$ cat config.mk
export PLATFORM = sky130hd
export DESIGN_NAME = axis_minmax_calibrator_flat
export DESIGN_NICKNAME = d
export VERILOG_FILES = /design/src/rtl/amc_pkg.sv /design/src/rtl/amc_in_if.sv /design/src/rtl/amc_out_if.sv /design/src/rtl/amc_div.sv /design/src/rtl/axis_minmax_calibrator.sv /design/src/flat_wrapper.sv
export SDC_FILE = /design/constraint.sdc
export NUM_CORES = 1
export LEC_CHECK = 0
export BUFFER_PORTS_ARGS = -buffer_cell sky130_fd_sc_hd__buf_2
export CORE_AREA = 2 2 180 182
export DETAILED_ROUTE_END_ITERATION = 12
export DIE_AREA = 0 0 182 184
export PLACE_DENSITY_LB_ADDON = 0.05
export RECOVER_POWER = 25
export SETUP_SLACK_MARGIN = 0.2
export SYNTH_ARGS = -nofsm -noshare
export SYNTH_HDL_FRONTEND = slang
export SYNTH_HIERARCHICAL = 1
export SYNTH_SLANG_ARGS = --single-unit
$ cat constraint.sdc
create_clock -name clk -period 4.7 [get_ports clk]
set_input_delay 0.47 -clock clk [delete_from_list [all_inputs] [get_ports clk]]
set_output_delay 0.47 -clock clk [all_outputs]
set_load 0.05 [all_outputs]
$ cat src/rtl/amc_pkg.sv
// ----------------------------------------------------------------------------
// amc_pkg
// Shared types and constants for the axis min/max calibrator.
// ----------------------------------------------------------------------------
`default_nettype none

package amc_pkg;

	localparam int unsigned SampleBitsDef = 16;
	localparam int unsigned FracBitsDef   = 14;

	localparam int unsigned MinSpanBits  = 16;
	localparam logic [MinSpanBits-1:0] MinSpanReset = 16'd10000;

	localparam int unsigned ApbAddrBits = 3;
	localparam int unsigned ApbDataBits = 32;

	typedef enum logic [1:0] {
		ACT_SCALE  = 2'd0,
		ACT_BEGIN  = 2'd1,
		ACT_WIDEN  = 2'd2,
		ACT_CENTER = 2'd3
	} action_t;

	typedef enum logic {
		REG_MIN_SPAN = 1'b0
	} reg_idx_t;

endpackage

`default_nettype wire

$ cat src/rtl/amc_in_if.sv
// ----------------------------------------------------------------------------
// amc_in_if
// Input channel: action and raw sample with valid/ready.
// ----------------------------------------------------------------------------
`default_nettype none

interface amc_in_if #(
	parameter int unsigned SAMPLE_BITS = amc_pkg::SampleBitsDef
);
	logic                          valid;
	logic                          ready;
	amc_pkg::action_t              action;
	logic signed [SAMPLE_BITS-1:0] sample;

	modport source (output valid, output action, output sample, input ready);
	modport sink   (input valid, input action, input sample, output ready);
endinterface

`default_nettype wire

$ cat src/rtl/amc_out_if.sv
// ----------------------------------------------------------------------------
// amc_out_if
// Output channel: calibrated value and current calibration with valid/ready.
// ----------------------------------------------------------------------------
`default_nettype none

interface amc_out_if #(
	parameter int unsigned SAMPLE_BITS = amc_pkg::SampleBitsDef,
	parameter int unsigned FRAC_BITS   = amc_pkg::FracBitsDef
);
	logic                          valid;
	logic                          ready;
	logic signed [FRAC_BITS+1:0]   calibrated;
	logic signed [SAMPLE_BITS-1:0] center_now;
	logic signed [SAMPLE_BITS-1:0] min_now;
	logic signed [SAMPLE_BITS-1:0] max_now;

	modport source (output valid, output calibrated, output center_now,
		output min_now, output max_now, input ready);
	modport sink   (input valid, input calibrated, input center_now,
		input min_now, input max_now, output ready);
endinterface

`default_nettype wire

$ cat src/rtl/amc_div.sv
// ----------------------------------------------------------------------------
// amc_div
// Restoring divider, one compare/subtract per cycle, FRAC_BITS+1 quotient bits.
// ----------------------------------------------------------------------------
`default_nettype none

module amc_div #(
	parameter int unsigned SAMPLE_BITS = amc_pkg::SampleBitsDef,
	parameter int unsigned FRAC_BITS   = amc_pkg::FracBitsDef
) (
	input  wire logic                   clk,
	input  wire logic                   arst_n,
	input  wire logic                   start,
	input  wire logic [SAMPLE_BITS-1:0] num,
	input  wire logic [SAMPLE_BITS-1:0] den,
	output logic                        done,
	output logic [FRAC_BITS:0]          quo
);
	localparam int unsigned RemW = SAMPLE_BITS + 1;
	localparam int unsigned QuoW = FRAC_BITS + 1;
	localparam int unsigned CntW = $clog2(FRAC_BITS + 2);

	logic [RemW-1:0] rem_q;
	logic [SAMPLE_BITS-1:0] den_q;
	logic [QuoW-1:0] quo_q;
	logic [CntW-1:0] cnt_q;
	logic            busy_q;
	logic            done_q;

	logic [RemW-1:0] den_x;
	logic            ge;
	logic [RemW-1:0] diff;
	logic [RemW-1:0] next_rem;

	assign den_x    = {1'b0, den_q};
	assign ge       = rem_q >= den_x;
	assign diff     = rem_q - den_x;
	assign next_rem = ge ? diff : rem_q;

	always_ff @(posedge clk or negedge arst_n) begin
		if (!arst_n) begin
			busy_q <= 1'b0;
			done_q <= 1'b0;
			cnt_q  <= '0;
		end else begin
			done_q <= 1'b0;
			if (start) begin
				busy_q <= 1'b1;
				cnt_q  <= CntW'(QuoW);
			end else if (busy_q) begin
				cnt_q <= cnt_q - 1'b1;
				if (cnt_q == CntW'(1)) begin
					busy_q <= 1'b0;
					done_q <= 1'b1;
				end
			end
		end
	end

	// once the remainder is below den, the shifted value fits
	always_ff @(posedge clk) begin
		if (start) begin
			rem_q <= {1'b0, num};
			den_q <= den;
			quo_q <= '0;
		end else if (busy_q) begin
			rem_q <= {next_rem[RemW-2:0], 1'b0};
			quo_q <= {quo_q[QuoW-2:0], ge};
		end
	end

	assign done = done_q;
	assign quo  = quo_q;

endmodule

`default_nettype wire

$ cat src/rtl/axis_minmax_calibrator.sv
// ----------------------------------------------------------------------------
// axis_minmax_calibrator
// Scale action: the word steps through PREP, MAG, DIV and FIN; in DIV the
// restoring divider retires one quotient bit per cycle. Capture: PREP, FIN.
// Center: PREP, CTR, FIN; zero-span scale: PREP, MAG, FIN. One word in flight
// at a time: next word accepted the cycle after the result loads.
// Async reset: min/max to full range, center 0, min_span 10000, channels idle.
// ----------------------------------------------------------------------------
`default_nettype none

module axis_minmax_calibrator #(
	parameter int unsigned SAMPLE_BITS = amc_pkg::SampleBitsDef,
	parameter int unsigned FRAC_BITS   = amc_pkg::FracBitsDef
) (
	input  wire logic                             clk,
	input  wire logic                             arst_n,
	amc_in_if.sink                                req,
	amc_out_if.source                             rsp,
	input  wire logic                             psel,
	input  wire logic                             penable,
	input  wire logic                             pwrite,
	input  wire logic [amc_pkg::ApbAddrBits-1:0]  paddr,
	input  wire logic [amc_pkg::ApbDataBits-1:0]  pwdata,
	output logic      [amc_pkg::ApbDataBits-1:0]  prdata,
	output logic                                  pready
);
	import amc_pkg::*;

	localparam int unsigned SB   = SAMPLE_BITS;
	localparam int unsigned CmpW = (SB + 1 > MinSpanBits + 1) ? SB + 1 : MinSpanBits + 1;
	localparam int unsigned QuoW = FRAC_BITS + 1;
	localparam logic signed [SB-1:0] SMax = {1'b0, {(SB-1){1'b1}}};
	localparam logic signed [SB-1:0] SMin = {1'b1, {(SB-1){1'b0}}};

	typedef enum logic [5:0] {
		ST_IDLE = 6'b000001,
		ST_PREP = 6'b000010,
		ST_MAG  = 6'b000100,
		ST_DIV  = 6'b001000,
		ST_CTR  = 6'b010000,
		ST_FIN  = 6'b100000
	} state_t;

	state_t state_q, state_d;

	logic signed [SB-1:0] cal_min_q, cal_max_q, cal_center_q;
	logic [MinSpanBits-1:0] min_span_q;

	action_t              act_q;
	logic signed [SB-1:0] smp_q;
	logic signed [SB:0]   num_q, den_q;
	logic                 zero_q, neg_q;
	logic signed [FRAC_BITS+1:0] calib_q;

	logic                        rsp_valid_q;
	logic signed [FRAC_BITS+1:0] rsp_calib_q;
	logic signed [SB-1:0]        rsp_center_q, rsp_min_q, rsp_max_q;

	// config port
	logic     cfg_wr;
	reg_idx_t cfg_idx;

	assign pready  = 1'b1;
	assign cfg_wr  = psel && penable && pwrite;
	assign cfg_idx = reg_idx_t'(paddr[ApbAddrBits-1:2]);

	always_ff @(posedge clk or negedge arst_n) begin
		if (!arst_n) begin
			min_span_q <= MinSpanReset;
		end else if (cfg_wr && cfg_idx == REG_MIN_SPAN) begin
			min_span_q <= pwdata[MinSpanBits-1:0];
		end
	end

	always_comb begin
		prdata = '0;
		if (cfg_idx == REG_MIN_SPAN) begin
			prdata = ApbDataBits'(min_span_q);
		end
	end

	// datapath terms
	logic signed [SB:0] smp_x, min_x, max_x, ctr_x;
	logic signed [SB:0] up_span, dn_span, num_d, span, sum, sum_adj, half;
	logic               above, below;
	logic signed [CmpW-1:0] span_c, min_span_c;
	logic [SB:0]        num_abs, den_abs;

	assign smp_x   = (SB+1)'(smp_q);
	assign min_x   = (SB+1)'(cal_min_q);
	assign max_x   = (SB+1)'(cal_max_q);
	assign ctr_x   = (SB+1)'(cal_center_q);
	assign above   = smp_q > cal_center_q;
	assign below   = smp_q < cal_center_q;
	assign num_d   = smp_x - ctr_x;
	assign up_span = max_x - ctr_x;
	assign dn_span = ctr_x - min_x;
	assign span    = max_x - min_x;
	assign span_c     = CmpW'(span);
	assign min_span_c = $signed(CmpW'(min_span_q));
	// midpoint truncated toward zero
	assign sum     = min_x + max_x;
	assign sum_adj = sum + $signed({{SB{1'b0}}, sum[SB]});
	assign half    = sum_adj >>> 1;
	assign num_abs = num_q[SB] ? -num_q : num_q;
	assign den_abs = den_q[SB] ? -den_q : den_q;

	// divider for the scale action
	logic              div_start, div_done;
	logic [QuoW-1:0]   div_quo;
	logic [QuoW-1:0]   res_mag;
	logic [FRAC_BITS+1:0] res_ext;

	amc_div #(
		.SAMPLE_BITS (SAMPLE_BITS),
		.FRAC_BITS   (FRAC_BITS)
	) u_div (
		.clk    (clk),
		.arst_n (arst_n),
		.start  (div_start),
		.num    (num_abs[SB-1:0]),
		.den    (den_abs[SB-1:0]),
		.done   (div_done),
		.quo    (div_quo)
	);

	// integer quotient bit set means the ratio reached one: clamp
	assign res_mag   = div_quo[QuoW-1] ? (QuoW'(1) << FRAC_BITS) : div_quo;
	assign res_ext   = {1'b0, res_mag};
	assign div_start = (state_q == ST_MAG) && !zero_q;

	logic rsp_load;
	assign rsp_load = (state_q == ST_FIN) && (!rsp_valid_q || rsp.ready);

	always_comb begin
		state_d = state_q;
		unique case (state_q)
			ST_IDLE: if (req.valid) state_d = ST_PREP;
			ST_PREP: begin
				unique case (act_q)
					ACT_SCALE:  state_d = ST_MAG;
					ACT_CENTER: state_d = ST_CTR;
					default:    state_d = ST_FIN;
				endcase
			end
			ST_MAG:  state_d = zero_q ? ST_FIN : ST_DIV;
			ST_DIV:  if (div_done) state_d = ST_FIN;
			ST_CTR:  state_d = ST_FIN;
			ST_FIN:  if (rsp_load) state_d = ST_IDLE;
			default: state_d = ST_IDLE;
		endcase
	end

	always_ff @(posedge clk or negedge arst_n) begin
		if (!arst_n) begin
			state_q      <= ST_IDLE;
			cal_min_q    <= SMin;
			cal_max_q    <= SMax;
			cal_center_q <= '0;
			rsp_valid_q  <= 1'b0;
		end else begin
			state_q <= state_d;
			if (state_q == ST_PREP) begin
				unique case (act_q)
					ACT_BEGIN: begin
						cal_min_q <= SMax;
						cal_max_q <= SMin;
					end
					ACT_WIDEN: begin
						if (smp_q < cal_min_q) cal_min_q <= smp_q;
						if (smp_q > cal_max_q) cal_max_q <= smp_q;
					end
					ACT_CENTER: begin
						if (span_c < min_span_c) begin
							cal_min_q <= SMin;
							cal_max_q <= SMax;
						end
					end
					default: ;
				endcase
			end
			if (state_q == ST_CTR) begin
				cal_center_q <= half[SB-1:0];
			end
			if (rsp_load) begin
				rsp_valid_q <= 1'b1;
			end else if (rsp.ready) begin
				rsp_valid_q <= 1'b0;
			end
		end
	end

	// word payload and divider operands
	always_ff @(posedge clk) begin
		if (state_q == ST_IDLE && req.valid) begin
			act_q <= req.action;
			smp_q <= req.sample;
		end
		if (state_q == ST_PREP) begin
			calib_q <= '0;
			num_q   <= num_d;
			den_q   <= above ? up_span : dn_span;
			zero_q  <= !((above && cal_max_q != cal_center_q) ||
				(below && cal_min_q != cal_center_q));
		end
		if (state_q == ST_MAG) begin
			neg_q <= num_q[SB] ^ den_q[SB];
		end
		if (state_q == ST_DIV && div_done) begin
			calib_q <= neg_q ? -$signed(res_ext) : $signed(res_ext);
		end
		if (rsp_load) begin
			rsp_calib_q  <= calib_q;
			rsp_center_q <= cal_center_q;
			rsp_min_q    <= cal_min_q;
			rsp_max_q    <= cal_max_q;
		end
	end

	assign req.ready      = (state_q == ST_IDLE);
	assign rsp.valid      = rsp_valid_q;
	assign rsp.calibrated = rsp_calib_q;
	assign rsp.center_now = rsp_center_q;
	assign rsp.min_now    = rsp_min_q;
	assign rsp.max_now    = rsp_max_q;

endmodule

`default_nettype wire
$ cat src/flat_wrapper.sv
// flat-port wrapper written by rule: the top's interface ports become plain ports
module axis_minmax_calibrator_flat import amc_pkg::*;
#(
	parameter int unsigned SAMPLE_BITS = amc_pkg::SampleBitsDef,
	parameter int unsigned FRAC_BITS   = amc_pkg::FracBitsDef
)
  (clk, arst_n, psel, penable, pwrite, paddr, pwdata, prdata, pready, req_valid, req_action, req_sample, req_ready, rsp_valid, rsp_calibrated, rsp_center_now, rsp_min_now, rsp_max_now, rsp_ready);
  amc_in_if #(.SAMPLE_BITS(SAMPLE_BITS)) req_i ();
  amc_out_if #(.SAMPLE_BITS(SAMPLE_BITS), .FRAC_BITS(FRAC_BITS)) rsp_i ();
  input  wire logic clk;
  input  wire logic arst_n;
  input  wire logic psel;
  input  wire logic penable;
  input  wire logic pwrite;
  input  wire logic [amc_pkg::ApbAddrBits-1:0] paddr;
  input  wire logic [amc_pkg::ApbDataBits-1:0] pwdata;
  output logic      [amc_pkg::ApbDataBits-1:0] prdata;
  output logic pready;
  input wire logic [$bits(req_i.valid)-1:0] req_valid;
  input wire logic [$bits(req_i.action)-1:0] req_action;
  input wire logic [$bits(req_i.sample)-1:0] req_sample;
  output wire logic [$bits(req_i.ready)-1:0] req_ready;
  output wire logic [$bits(rsp_i.valid)-1:0] rsp_valid;
  output wire logic [$bits(rsp_i.calibrated)-1:0] rsp_calibrated;
  output wire logic [$bits(rsp_i.center_now)-1:0] rsp_center_now;
  output wire logic [$bits(rsp_i.min_now)-1:0] rsp_min_now;
  output wire logic [$bits(rsp_i.max_now)-1:0] rsp_max_now;
  input wire logic [$bits(rsp_i.ready)-1:0] rsp_ready;
  assign req_i.valid = req_valid;
  assign req_i.action = req_action;
  assign req_i.sample = req_sample;
  assign req_ready = req_i.ready;
  assign rsp_valid = rsp_i.valid;
  assign rsp_calibrated = rsp_i.calibrated;
  assign rsp_center_now = rsp_i.center_now;
  assign rsp_min_now = rsp_i.min_now;
  assign rsp_max_now = rsp_i.max_now;
  assign rsp_i.ready = rsp_ready;
  axis_minmax_calibrator #(.SAMPLE_BITS(SAMPLE_BITS), .FRAC_BITS(FRAC_BITS)) u_core (.clk(clk), .arst_n(arst_n), .req(req_i), .rsp(rsp_i), .psel(psel), .penable(penable), .pwrite(pwrite), .paddr(paddr), .pwdata(pwdata), .prdata(prdata), .pready(pready));
endmodule
# Yosys cells after proc, flatten, opt, wreduce, memory -nomap -nowiden
# Cells that the tools add are included.
[word_totals]
in_bits = 60
elab_cells = 116
output_inout_bits = 99
register_bits = 259
[op_classes]
order_cmp = 6
n_reduce_logical = 22
bitwise_logic = 2
muxes = 33
eq_ne = 18
addsub = 11
[op_table]
columns = ["operator", "n"]
rows = [
  ["16-bit two-way mux", 13],
  ["16-bit case mux with 3 select lines", 2],
  ["16-bit by 16-bit subtractor with 17-bit output", 4],
  ["6-bit case mux with 6 select lines", 1],
  ["16-bit greater-than comparator", 2],
  ["16-bit < comparator", 2],
  ["16-bit inequality test", 2],
  ["16-bit negation", 2],
  ["6-bit two-way mux", 4],
  ["16-bit by 16-bit adder with 17-bit output", 1],
  ["17-bit by 2-bit adder with 17-bit output", 1],
  ["17-bit by 16-bit greater-or-equal comparator with 1-bit output", 1],
  ["17-bit < comparator", 1],
  ["17-bit two-way mux", 1],
  ["15-bit negation with 16-bit output", 1],
  ["16-bit subtractor", 1],
  ["15-bit two-way mux", 1],
  ["6-bit case mux with 2 select lines", 1],
  ["1-bit logical AND", 9],
  ["1-bit two-way mux", 8],
  ["4-bit two-way mux", 2],
  ["2-bit by 1-bit inequality test with 1-bit output, second input constant", 4],
  ["4-bit AND reduction", 2],
  ["6-bit by 1-bit equality test with 1-bit output, second input constant", 1],
  ["other kinds (18)", 25],
]

# Longest topological paths before layout
# Gate-level depths: netlist of the first run.
[logic_depth]
ltp_word = 5
ltp_mapped = 22
mapped_depth_nobuf = 20

# Hierarchy
# The synthesis of the first run kept the hierarchy.
[by_module_without_submodules]
columns = ["module", "instances", "area_per_inst_um2", "cells_each", "seq_area_each_um2"]
rows = [
  ["axis_minmax_calibrator", 1, 13972.2, 1358, 5828.1],
  ["amc_div", 1, 3113.0, 317, 1431.4],
]

# Worst setup path after synthesis of the first run
# No wires, ideal clock.
[synth_path]
path_kind = "reg-to-reg"
from = "register u_core.state_q[1]"
to = "register u_core.rsp_calib_q[0], in the netlist u_core/rsp.calibrated[0] (enable)"
required_time_ps = 4207
synth_period_minus_slack_ps = 4244
setup_ps = 493
slack_ps = 456
path_buffers = 0
arrival_ps = 3751
stages_incl_launch_ff = 4
cell_sequence = "dfrtp_1 -> nor4_1 -> nand3b_1 -> nor2b_1"
[synth_via]
elab_chain_len = 2
[synth_lines]
columns = ["element", "line", "rtl"]
rows = [
  ["start: declaration", "axis_minmax_calibrator.sv:44", "state_t state_q, state_d;"],
  ["start signal: assignment", "axis_minmax_calibrator.sv:162", "state_q <= state_d;"],
  ["6-bit equality test", "axis_minmax_calibrator.sv:133", "assign rsp_load = (state_q == ST_FIN) && (!rsp_valid_q || rsp.ready);"],
  ["1-bit logical AND", "axis_minmax_calibrator.sv:133", ""],
  ["named net u_core.rsp_load", "axis_minmax_calibrator.sv:132", "logic rsp_load;"],
  ["end signal: assignment", "axis_minmax_calibrator.sv:213", "rsp_calib_q <= calib_q;"],
  ["end: declaration", "axis_minmax_calibrator.sv:56", "logic signed [FRAC_BITS+1:0] rsp_calib_q;"],
]
# The timed path passes the listed nets, and every way through them passes these cells.
# A chain may end at the register's enable or synchronous reset.

# Worst setup path after layout of the first run
[layout_path]
from = "register u_core.cal_max_q[1]"
to = "register u_core.cal_max_q[3]"
[layout_via]
elab_chain_len = 4
elab_cells_between_ends = 6
classes_between = "add/sub (1); order compare (2); eq/ne (2); reduce/logical (1)"
[layout_lines]
columns = ["element", "line", "rtl"]
rows = [
  ["start: declaration", "axis_minmax_calibrator.sv:46", "logic signed [SB-1:0] cal_min_q, cal_max_q, cal_center_q;"],
  ["start signal: assignment", "axis_minmax_calibrator.sv:158", "cal_max_q <= SMax;"],
  ["start signal: assignment", "axis_minmax_calibrator.sv:167", "cal_max_q <= SMin;"],
  ["start signal: assignment", "axis_minmax_calibrator.sv:171", "if (smp_q > cal_max_q) cal_max_q <= smp_q;"],
  ["16-bit by 16-bit subtractor with 17-bit output", "axis_minmax_calibrator.sv:98", "assign span = max_x - min_x;"],
  ["17-bit < comparator", "axis_minmax_calibrator.sv:174", "if (span_c < min_span_c) begin"],
  ["2-bit by 1-bit inequality test with 1-bit output (no line)", "n/a", ""],
  ["4-bit AND reduction (no line) *", "n/a", ""],
]
# Every way passes the cells marked *; elsewhere a longest branch is shown, timed or not.

==> results of run 1 <==
-- final cells by class --
type | instances | share of cell area
Clock inverter | 22 | 0.0119
Tap cell | 402 | 0.0263
Inverter | 129 | 0.0253
Timing Repair Buffer | 161 | 0.0460
Multi-Input combinational cell | 1234 | 0.473
Sequential cell | 259 | 0.379
Clock buffer | 32 | 0.0385
-- through the flow --
step / instances / power, mW / worst slack [ns] / cell area, um2
2_1_floorplan: 1690 / 10.7 / 0.456 / 17100
3_3_place_gp: 2182 / 12.8 / -0.192 / 18100
3_5_place_dp: 2182 / 12.9 / -0.213 / 18100
4_1_cts: 2238 / 15.4 / 0.208 / 19100
5_1_grt: 2239 / 16.6 / 0.124 / 19200
6_report: 2239 / 15.4 / 0.376 / 19200
-- cells by family (layout without fill, tap and decap cells) --
group	after synthesis	after routing	synth area share
AND/OR/NAND/NOR	480	480	0.140
AO/OA/AOI/OAI	402	402	0.166
flip-flops	259	259	0.425
buffers and inverters	197	344	0.0543
adder cells (fa/ha/maj)	159	159	0.119
XOR/XNOR	124	124	0.0640
multiplexers	52	52	0.0320
other	2	17	0.000440
-- timing repair --
action,CTS,global route
cloned,1,0
setup buffers,0,1
endpoints found under the hold margin,20,0
endpoints found under the setup margin,32,32
pin swaps,1,7
hold buffers,1,0
gates resized for setup,8,20
-- layer usage --
| metal | global-route usage | vias to the layer above | share of wire |
|---|---|---|---|
| li1 | - | 6334 | - |
| met1 | 0.323 | 6266 | 0.42 |
| met2 | 0.468 | 362 | 0.50 |
| met3 | 0.0263 | 107 | 0.038 |
| met4 | 0.105 | 0 | 0.041 |
| met5 | 0 | - | 0 |
-- power by group --
part / switching [mW] / leakage (nW) / total (mW) / internal, mW
Clock: 0.924 / 0.460 / 2.28 / 1.35
Combinational: 5.44 / 5.06 / 9.28 / 3.84
Sequential: 0.587 / 2.55 / 3.88 / 3.29
Total: 6.95 / 8.07 / 15.4 / 8.48
-- path summary, 6_finish.rpt --
check	from	end	slack [ns]	depth (start not counted)
max in group asynchronous	arst_n	u_core/state_q[3]	1.60	3
max reg2reg	u_core/cal_max_q[1]	u_core/cal_max_q[3]	0.38	20
min reg2reg	u_core/calib_q[5]	u_core/rsp.calibrated[5]	0.42	0
max	u_core/cal_max_q[1]	u_core/cal_max_q[3]	0.38	20
min	req_action[1]	u_core/act_q[1]	0.09	1
min in group asynchronous	arst_n	u_core/min_span_q[2]	1.02	2
-- state kept, by name (all words and copies together) (netlist names), 4 cells and up --
signal,cells
u_core/cal_min_q,16
u_core/rsp.center_now,16
u_core/u_div/quo,15
u_core/state_q,6
u_core/calib_q,16
u_core/rsp.calibrated,16
u_core/u_div/rem_q,17
u_core/den_q,17
u_core/u_div/den_q,16
u_core/cal_max_q,16
u_core/cal_center_q,16
u_core/min_span_q,16
u_core/rsp.max_now,16
u_core/u_div/cnt_q,4
u_core/rsp.min_now,16
u_core/num_q,17
u_core/smp_q,16
-- Yosys cell counts (13+ instances only) --
| library cell | count | share of area |
|---|---|---|
| a211oi_1 | 15 | 0.0066 |
| a21o_1 | 33 | 0.015 |
| a21oi_1 | 92 | 0.027 |
| a2bb2oi_1 | 16 | 0.0082 |
| a31oi_1 | 15 | 0.0055 |
| and3_1 | 13 | 0.0048 |
| buf_4 | 24 | 0.011 |
| clkbuf_1 | 24 | 0.0053 |
| dfrtp_1 | 55 | 0.081 |
| dfstp_2 | 22 | 0.034 |
| dfxtp_1 | 16 | 0.019 |
| edfxtp_1 | 166 | 0.29 |
| ha_1 | 153 | 0.11 |
| inv_1 | 125 | 0.027 |
| mux2_2 | 20 | 0.013 |
| mux2i_1 | 31 | 0.018 |
| nand2_1 | 138 | 0.030 |
| nand2b_1 | 21 | 0.0077 |
| nand3_1 | 22 | 0.0064 |
| nand4_1 | 19 | 0.0070 |
| nor2_1 | 126 | 0.028 |
| nor2b_1 | 19 | 0.0070 |
| nor3_1 | 37 | 0.011 |
| o21a_1 | 19 | 0.0083 |
| o21ai_0 | 71 | 0.021 |
| o21ai_1 | 18 | 0.0053 |
| o31ai_1 | 22 | 0.0097 |
| xnor2_1 | 81 | 0.042 |
| xor2_1 | 42 | 0.022 |
==> summary.txt, run 1 <==
Route
  – Iteration-0 DRC count of the detailed router: 813
  – Total iterations of the first detailed-routing run: 5
  – Total wire length: 43,400 um
  – Residual DRC count: 0
  – Wirelength per Cell: 19.4 um
  – Antenna viol nets, final: 0
  – Routed vias: 13,100
  – Vias per cell: 5.84

Timing
  – Final max-slew violation count: 35
  – RSZ-0062 raised after global routing: false
  – Final setup viols: 0
  – Worst Tran Pin Value: 1.96 ns
  – Final period utilization: 0.920
  – Setup total negative slack: 0 ns
  – Fin. Hold Viols: 0
  – Post-route minimum period: 4.32 ns
  – Relative slew margins: -0.304
  – F_max: 231 MHz
  – Worst hold margin: 0.0897 ns
  – Clk_skew: 0.0217 ns

Finish
  – Final #Nets: 2,033
  – Share of cells above drive strength 1: 0.158
  – Final Util: 0.610
  – Most common cell after layout, fill and taps aside: edfxtp_1
  – Ant diodes: 0
  – Sequential cell area: 7260 um2
  – FILL cells: 2,656
  – Synth-to-Final Area Change: 12.1%
  – Most frequent cells in the layout: edfxtp_1 (166), ha_1 (152), nand2_1 (138)
  – Multi-input logic area: 9060 um2

Clocking
  – CTS H-tree depth: 1
  – CTS sink cnt: 259
  – CTS Buffer Depth: 3
  – Cts bufs inserted: 29
  – Clk root buf: clkbuf_16
  – Skew-Pair Late Insertion Delay: 0.55 ns
  – Clock transition at path regs: 0.06 ns
  – CTS tree: yes

Synthesis
  – Synthesized area: 17,100 um2
  – FF+latch count, synth: 259
  – Async set-reset flop share out of synthesis: 0.297
  – Number of synthesized flops with an enable pin: 166
  – Sequential area share after synthesis: 0.425
  – Top FF cell, synth: edfxtp_1
  – Ys Warns: 6
  – Syn Area/Cell: 10.2 um2
  – Mapped Cells: 1,675
  – Netlist cell types: 105

Placed design
  – Gpl congestion: 0.922
  – I/O Buffers: 123
  – Post-DP HPWL: 33,500 um

Min path
  – Min-delay worst type: primary input to flip-flop

Die
  – Chip Height: 184 um
  – Die X: 182 um
  – Initial Utilization: 0.544
  – Ports: 159
  – Core area: 31,400 um2
  – Rows: 65
  – Die ar.: 33,500 um2

GRT
  – Total gr overflow: 0
  – Vias in the first global route: 12,800
  – Total track usage: 0.261
  – Initial antenna violation count: 0
  – Largest net degree at the start of global routing: 49
  – First-pass GRT wire length: 68,600 um

Critical path
  – Worst path cell trace: buf_4 -> inv_1 -> fa_2 -> nand2b_1 -> a21oi_2 -> o21ai_2 -> a21oi_2 -> a31oi_1 -> o21bai_1 -> xor2_1 -> ha_1 -> a21o_1 -> a2111oi_4 -> o211ai_1 -> nand2_1 -> nor3b_2 -> buf_6 -> nor2_4 -> buf_8 -> a2bb2oi_1
  – Worst Path Buf+Inv: 4
  – CP Data Required Time: 5.16 ns
  – Crit start category: flip-flop
  – Critical-path maximum fanout: 16
  – WS Path Type: flip-flop to flip-flop
  – Crit-path slowest cell: dfstp_1
  – CP endpoint kind: flip-flop
  – CP dominant cell by count: a21oi_2
  – Critical Path AT: 4.79 ns
  – CP delay by family, top: compound AO/OA/AOI/OAI gates
  – CP peak stage delay: 0.57 ns

Power and ir drop
  – Power Dens Cells: 806 nW/um2
  – Leakage power: 8.07 nW
  – VDD IR max: 0.651 mV

Run
  – Max_cap viols: 1

Outcome
  – Outcome: finished, violations left
  – Failing checks: max-capacitance violations, max-slew violations
No activity file was read; power rests on OpenSTA's default activity.
==> run 2, diff against run 1 <==
Settings changed: CTS_BUF_LIST set to sky130_fd_sc_hd__clkbuf_4 sky130_fd_sc_hd__clkbuf_8, SKIP_LAST_GASP set to 1.
==> run 2 against run 1 <==
The flow still finishes with violations (max-capacitance violations, max-slew violations). Largest power group unchanged. Largest cell class unchanged. Via count up 0.22%. Total power shrank 0.60%. First-iteration DRC count grew 0.49%. Hold slack lost 0.017 ns. Worst setup slack improved by 0.034 ns. Clock-buffer cell count increased by 29.
==> summary.txt, run 2 (synthesis gave the netlist of run 1 again) <==
Power and ir drop
  – Power, Total: 15.3 mW
  – Leakage power: 8.12 nW
  – VDD IR max: 0.620 mV
  – Power Dens Cells: 800 nW/um2

Finish
  – FILL cells: 2,701
  – Biggest regs: u_core/den_q (17), u_core/num_q (17), u_core/u_div/rem_q (17)
  – Most frequent cells in the layout: edfxtp_1 (166), ha_1 (152), nand2_1 (138)
  – Final #Nets: 2,049
  – Synth-to-Final Area Change: 12.2%
  – Most common cell after layout, fill and taps aside: edfxtp_1
  – Share of cells above drive strength 1: 0.172
  – Multi-input logic area: 9050 um2
  – Sequential cell area: 7260 um2
  – Non-Filler Instances: 2,268
  – Ant diodes: 0

Clocking
  – Skew-Pair Late Insertion Delay: 0.57 ns
  – Clock transition at path regs: 0.06 ns
  – CTS sink cnt: 259
  – Cts bufs inserted: 45
  – CTS H-tree depth: 2
  – Clk root buf: clkbuf_8
  – CTS tree: yes
  – CTS Buffer Depth: 3

Critical path
  – R2R setup slack: 0.41 ns
  – Worst reg2reg path endpoint: u_core/cal_max_q[13]
  – Critical Path AT: 4.78 ns
  – RR Startpoint: u_core/cal_max_q[1]
  – Critical-path maximum fanout: 16
  – WS Path Type: flip-flop to flip-flop
  – CP endpoint kind: flip-flop
  – Crit start category: flip-flop
  – CP Data Required Time: 5.19 ns
  – Reg2Reg Depth: 20

Die
  – Ports: 159
  – Die ar.: 33,500 um2
  – Initial Utilization: 0.544
  – Chip Height: 184 um
  – Core area: 31,400 um2
  – Die X: 182 um
  – Rows: 65

GRT
  – Largest net degree at the start of global routing: 49
  – Total track usage: 0.263
  – Total gr overflow: 0
  – First-pass GRT wire length: 69,000 um
  – Vias in the first global route: 13,000
  – Initial antenna violation count: 0

Timing
  – Final period utilization: 0.913
  – RSZ-0062 raised after global routing: false
  – Fin. Hold Viols: 0
  – Fin worst setup slack: 0.410 ns
  – Post-route minimum period: 4.29 ns
  – F_max: 233 MHz
  – Worst Tran Pin Value: 1.95 ns
  – Relative slew margins: -0.302
  – Worst hold margin: 0.0725 ns
  – Final setup viols: 0
  – Clk_skew: 0.0262 ns
  – Final max-slew violation count: 35

Route
  – Residual DRC count: 0
  – Iteration-0 DRC count of the detailed router: 817
  – Total iterations of the first detailed-routing run: 5
  – Routed vias: 13,100
  – Antenna viol nets, final: 0
  – Wirelength per Cell: 19.3 um
  – Vias per cell: 5.78
  – Total wire length: 43,700 um

Placed design
  – Placed insts: 2,182
  – Placement Setup Slack: -0.213 ns
  – Gpl congestion: 0.922
  – I/O Buffers: 123
  – Post-DP HPWL: 33,500 um

Min path
  – Min-delay worst type: primary input to flip-flop
  – Hold Path Depth: 1
  – Worst hold start: req_action[1]
  – Hold worst-path end: u_core/act_q[1]

Outcome
  – Outcome: finished, violations left
  – Failing checks: max-capacitance violations, max-slew violations

Run
  – Max_cap viols: 1
[run 2: per-layer routing]
| metal | part of all wire | global-route usage | routed length, um |
|---|---|---|---|
| met2 | 0.50 | 0.469 | 21700 |
| met1 | 0.42 | 0.322 | 18200 |
| met5 | 0 | 0 | 0 |
| met4 | 0.042 | 0.109 | 1840 |
| met3 | 0.046 | 0.0357 | 2000 |
[run 2: worst max-delay path by stage]
stage	cells after the start	start	endpoint	slack (ns)
detailed placement	20	u_core/cal_max_q[0]	u_core/cal_max_q[11]	-0.21
floorplan	3	u_core/state_q[1]	u_core/rsp.calibrated[0]	0.46
finish	20	u_core/cal_max_q[1]	u_core/cal_max_q[13]	0.41
global placement	20	u_core/cal_max_q[0]	u_core/cal_max_q[0]	-0.19
CTS	20	u_core/cal_max_q[1]	u_core/cal_max_q[0]	0.21
global route	20	u_core/cal_max_q[1]	u_core/cal_max_q[4]	0.14
[run 2: repair_timing]
action,in CTS,in global routing
endpoints found under the setup margin,32,32
pin swaps,2,7
gates resized for setup,10,16
gates cloned,1,0
hold buffers,1,0
hold endpoints to repair,20,0
buffers inserted,0,1
[run 2: power breakdown]
group / total [mW] / internal [mW] / switching [mW]
Clock: 2.23 / 1.27 / 0.957
Combinational: 9.23 / 3.81 / 5.42
Sequential: 3.88 / 3.30 / 0.588
[run 2: through the flow]
step / utilization / TNS, ns / cell area, um2
finish: 0.611 / 0 / 19200
global route: 0.611 / 0 / 19200
CTS: 0.610 / 0 / 19100
detailed placement: 0.577 / -4.31 / 18100
global placement: 0.577 / -4.18 / 18100
floorplan: - / 0 / 17100
[run 2: cell type report]
cell class,count,area share
clock buffers,61,0.0392
inverters,129,0.0253
flip-flops and latches,259,0.379
repair buffers,161,0.0461
well taps,402,0.0262
multi-input cells,1234,0.472
clock inverters,22,0.0119
[run 2: critical path, cell delays in order (launching register included)]
cell	delay (ns)
dfstp_1	0.57
buf_4	0.17
inv_1	0.07
fa_2	0.38
nand2b_1	0.17
a21oi_2	0.17
o21ai_2	0.11
a21oi_2	0.22
a31oi_1	0.11
o21bai_1	0.23
xor2_1	0.19
ha_1	0.27
a21o_1	0.19
a2111oi_4	0.32
o211ai_1	0.14
nand2_1	0.09
nor3b_2	0.05
buf_6	0.19
nor2_4	0.18
buf_8	0.19
a2bb2oi_1	0.19
==> run 3, diff against run 2 <==
Settings changed: PLACE_DENSITY set to 0.75, PLACE_DENSITY_LB_ADDON 0.05 to unset.
==> run 3 against run 2 <==
The run now ends clean. Combinational power increased by 1%. First-iteration DRC count up 27%. Sequential cell count unchanged. Non-clock buffer count unchanged. Sequential share of layout area increased by 0.067 points. Clock skew grew 0.012 ns. Wire length is 3.7% lower. Critical path depth is 1 lower. Sequential power is essentially flat. Clock power is 3% lower. Critical endpoint is now u_core/cal_min_q[2]. Largest power group unchanged.
==> summary.txt, run 3 (synthesis gave the netlist of run 1 again) <==
Route
  – Total wire length: 42,100 um
  – Wirelength per Cell: 18.6 um
  – Total iterations of the first detailed-routing run: 5
  – Routed vias: 13,200
  – Iteration-0 DRC count of the detailed router: 1,035
  – Residual DRC count: 0
  – Vias per cell: 5.83
  – Antenna viol nets, final: 0

Critical path
  – Worst path cell trace: inv_1 -> ha_1 -> fa_2 -> nand2b_1 -> a21oi_2 -> o21ai_2 -> a21oi_2 -> a31oi_1 -> o21bai_1 -> xor2_1 -> ha_1 -> a21o_1 -> a2111oi_4 -> o211ai_1 -> nand2_1 -> nor3b_2 -> or2_4 -> buf_4 -> a21oi_1
  – Critical Path AT: 4.81 ns
  – CP Data Required Time: 5.21 ns
  – Critical-path maximum fanout: 7
  – Crit-path slowest cell: dfstp_2
  – CP peak stage delay: 0.52 ns
  – Crit start category: flip-flop
  – CP delay by family, top: compound AO/OA/AOI/OAI gates
  – WS Path Type: flip-flop to flip-flop
  – Worst Path Buf+Inv: 2
  – CP endpoint kind: flip-flop

Clocking
  – CTS Buffer Depth: 3
  – Cts bufs inserted: 45
  – Post-CTS Hold Fix Bufs: 0
  – CTS tree: yes
  – Skew-Pair Late Insertion Delay: 0.60 ns
  – CTS H-tree depth: 2
  – Clock transition at path regs: 0.06 ns
  – CTS sink cnt: 259
  – Clk root buf: clkbuf_8

Timing
  – Worst Tran Pin Value: 1.19 ns
  – Post-route minimum period: 4.31 ns
  – Relative slew margins: 0.205
  – Final period utilization: 0.916
  – Final setup viols: 0
  – F_max: 232 MHz
  – Setup total negative slack: 0 ns
  – Final max-slew violation count: 0
  – Clk_skew: 0.0381 ns
  – RSZ-0062 raised after global routing: false
  – Fin. Hold Viols: 0

Placed design
  – Placed insts: 2,183
  – Post-DP HPWL: 32,100 um
  – Placed cell areas: 18,100 um2
  – I/O Buffers: 123
  – Gpl congestion: 0.928

Power and ir drop
  – Int Power: 8.32 mW
  – Sw Pwr: 7.02 mW
  – Clock share of power: 0.141
  – Power Dens Cells: 802 nW/um2
  – Switching portion of total power: 0.458
  – VDD IR max: 0.557 mV
  – Combinational share of power: 0.607
  – Leakage power: 8.13 nW
  – Sequential Power Share: 0.252

GRT
  – Total gr overflow: 0
  – Largest net degree at the start of global routing: 78
  – Initial antenna violation count: 0
  – Vias in the first global route: 13,300
  – Total track usage: 0.251
  – First-pass GRT wire length: 66,700 um

Finish
  – Ant diodes: 0
  – Most frequent cells in the layout: edfxtp_1 (166), ha_1 (153), nand2_1 (138)
  – Design area: 19,100 um2
  – Synth-to-Final Area Change: 12.0%
  – Non-Filler Instances: 2,269
  – Share of cells above drive strength 1: 0.174
  – Biggest regs: u_core/den_q (17), u_core/num_q (17), u_core/u_div/rem_q (17)
  – Sequential cell area: 7260 um2
  – Multi-input logic area: 9060 um2
  – Final Util: 0.609
  – Most common cell after layout, fill and taps aside: edfxtp_1
  – Final #Nets: 2,049
  – FILL cells: 2,618

Outcome
  – Outcome: finished, final reports clean

Die
  – Ports: 159
  – Die ar.: 33,500 um2
  – Initial Utilization: 0.544
  – Core area: 31,400 um2
  – Chip Height: 184 um
  – Die X: 182 um
  – Rows: 65

Run
  – Max_cap viols: 0

Min path
  – Min-delay worst type: primary input to asynchronous set/reset pin
-- run 3: changes by cell type in the layout (fill, tap and decap cells not counted), sizes merged --
cell | previous run | this run
buf | 148 | 152
bufinv | 4 | 3
clkbuf | 73 | 65
clkinv | 14 | 24
clkinvlp | 3 | 0
dlygate4sd3 | 1 | 0
-- run 3: timing repair --
| action | in CTS | in global routing |
|---|---|---|
| pin swaps | 0 | 3 |
| resized for setup | 5 | 16 |
| endpoints found under the setup margin | 32 | 32 |
| buffers inserted | 0 | 2 |
-- run 3: final cells by class --
| cell class | instances | area share |
|---|---|---|
| tap | 402 | 0.0263 |
| sequential | 259 | 0.379 |
| timing repair buffer | 161 | 0.0460 |
| multi-input combinational | 1234 | 0.473 |
| clock buffer | 56 | 0.0373 |
| clock inverter | 28 | 0.0122 |
| inverter | 129 | 0.0253 |
-- run 3: power groups by stage --
stage               sequential (mW)  combinational, mW  clock (mW)
finish                         3.87               9.32        2.16
global route                   3.93               10.2        2.30
global placement               3.88               8.71           0
CTS                            3.87               9.08        2.20
floorplan                      3.80               6.91           0
detailed placement             3.91               8.96           0
-- run 3: layer usage --
metal / vias to the layer above / part of all wire / GRT usage / routed length [um]
met2: 459 / 0.49 / 0.438 / 20500
met4: 0 / 0.055 / 0.140 / 2320
met3: 140 / 0.051 / 0.0384 / 2140
met1: 6276 / 0.41 / 0.298 / 17100
li1: 6362 / - / - / -
met5: - / 0 / 0 / 0
-- run 3: worst paths after layout --
check	startpoint	to	slack [ns]	depth (start not counted)
worst max-delay path	u_core/cal_max_q[0]	u_core/cal_min_q[2]	0.39	19
worst min-delay path	arst_n	u_core/cal_min_q[12]	0.03	1
worst max register to register	u_core/cal_max_q[0]	u_core/cal_min_q[2]	0.39	19
worst min register to register	u_core/calib_q[6]	u_core/rsp.calibrated[6]	0.42	0
max in group asynchronous	arst_n	u_core/cal_center_q[1]	3.95	1
min in group clk	req_sample[12]	u_core/smp_q[12]	0.05	1
-- run 3: through the flow --
stage	total power, mW	hold slack, ns	setup WS [ns]
3_5_place_dp	12.9	0.405	0.00125
3_3_place_gp	12.6	0.401	0.0463
4_1_cts	15.2	0.0171	0.207
2_1_floorplan	10.7	0.174	0.456
5_1_grt	16.4	0.0164	0.206
6_report	15.3	0.0348	0.394
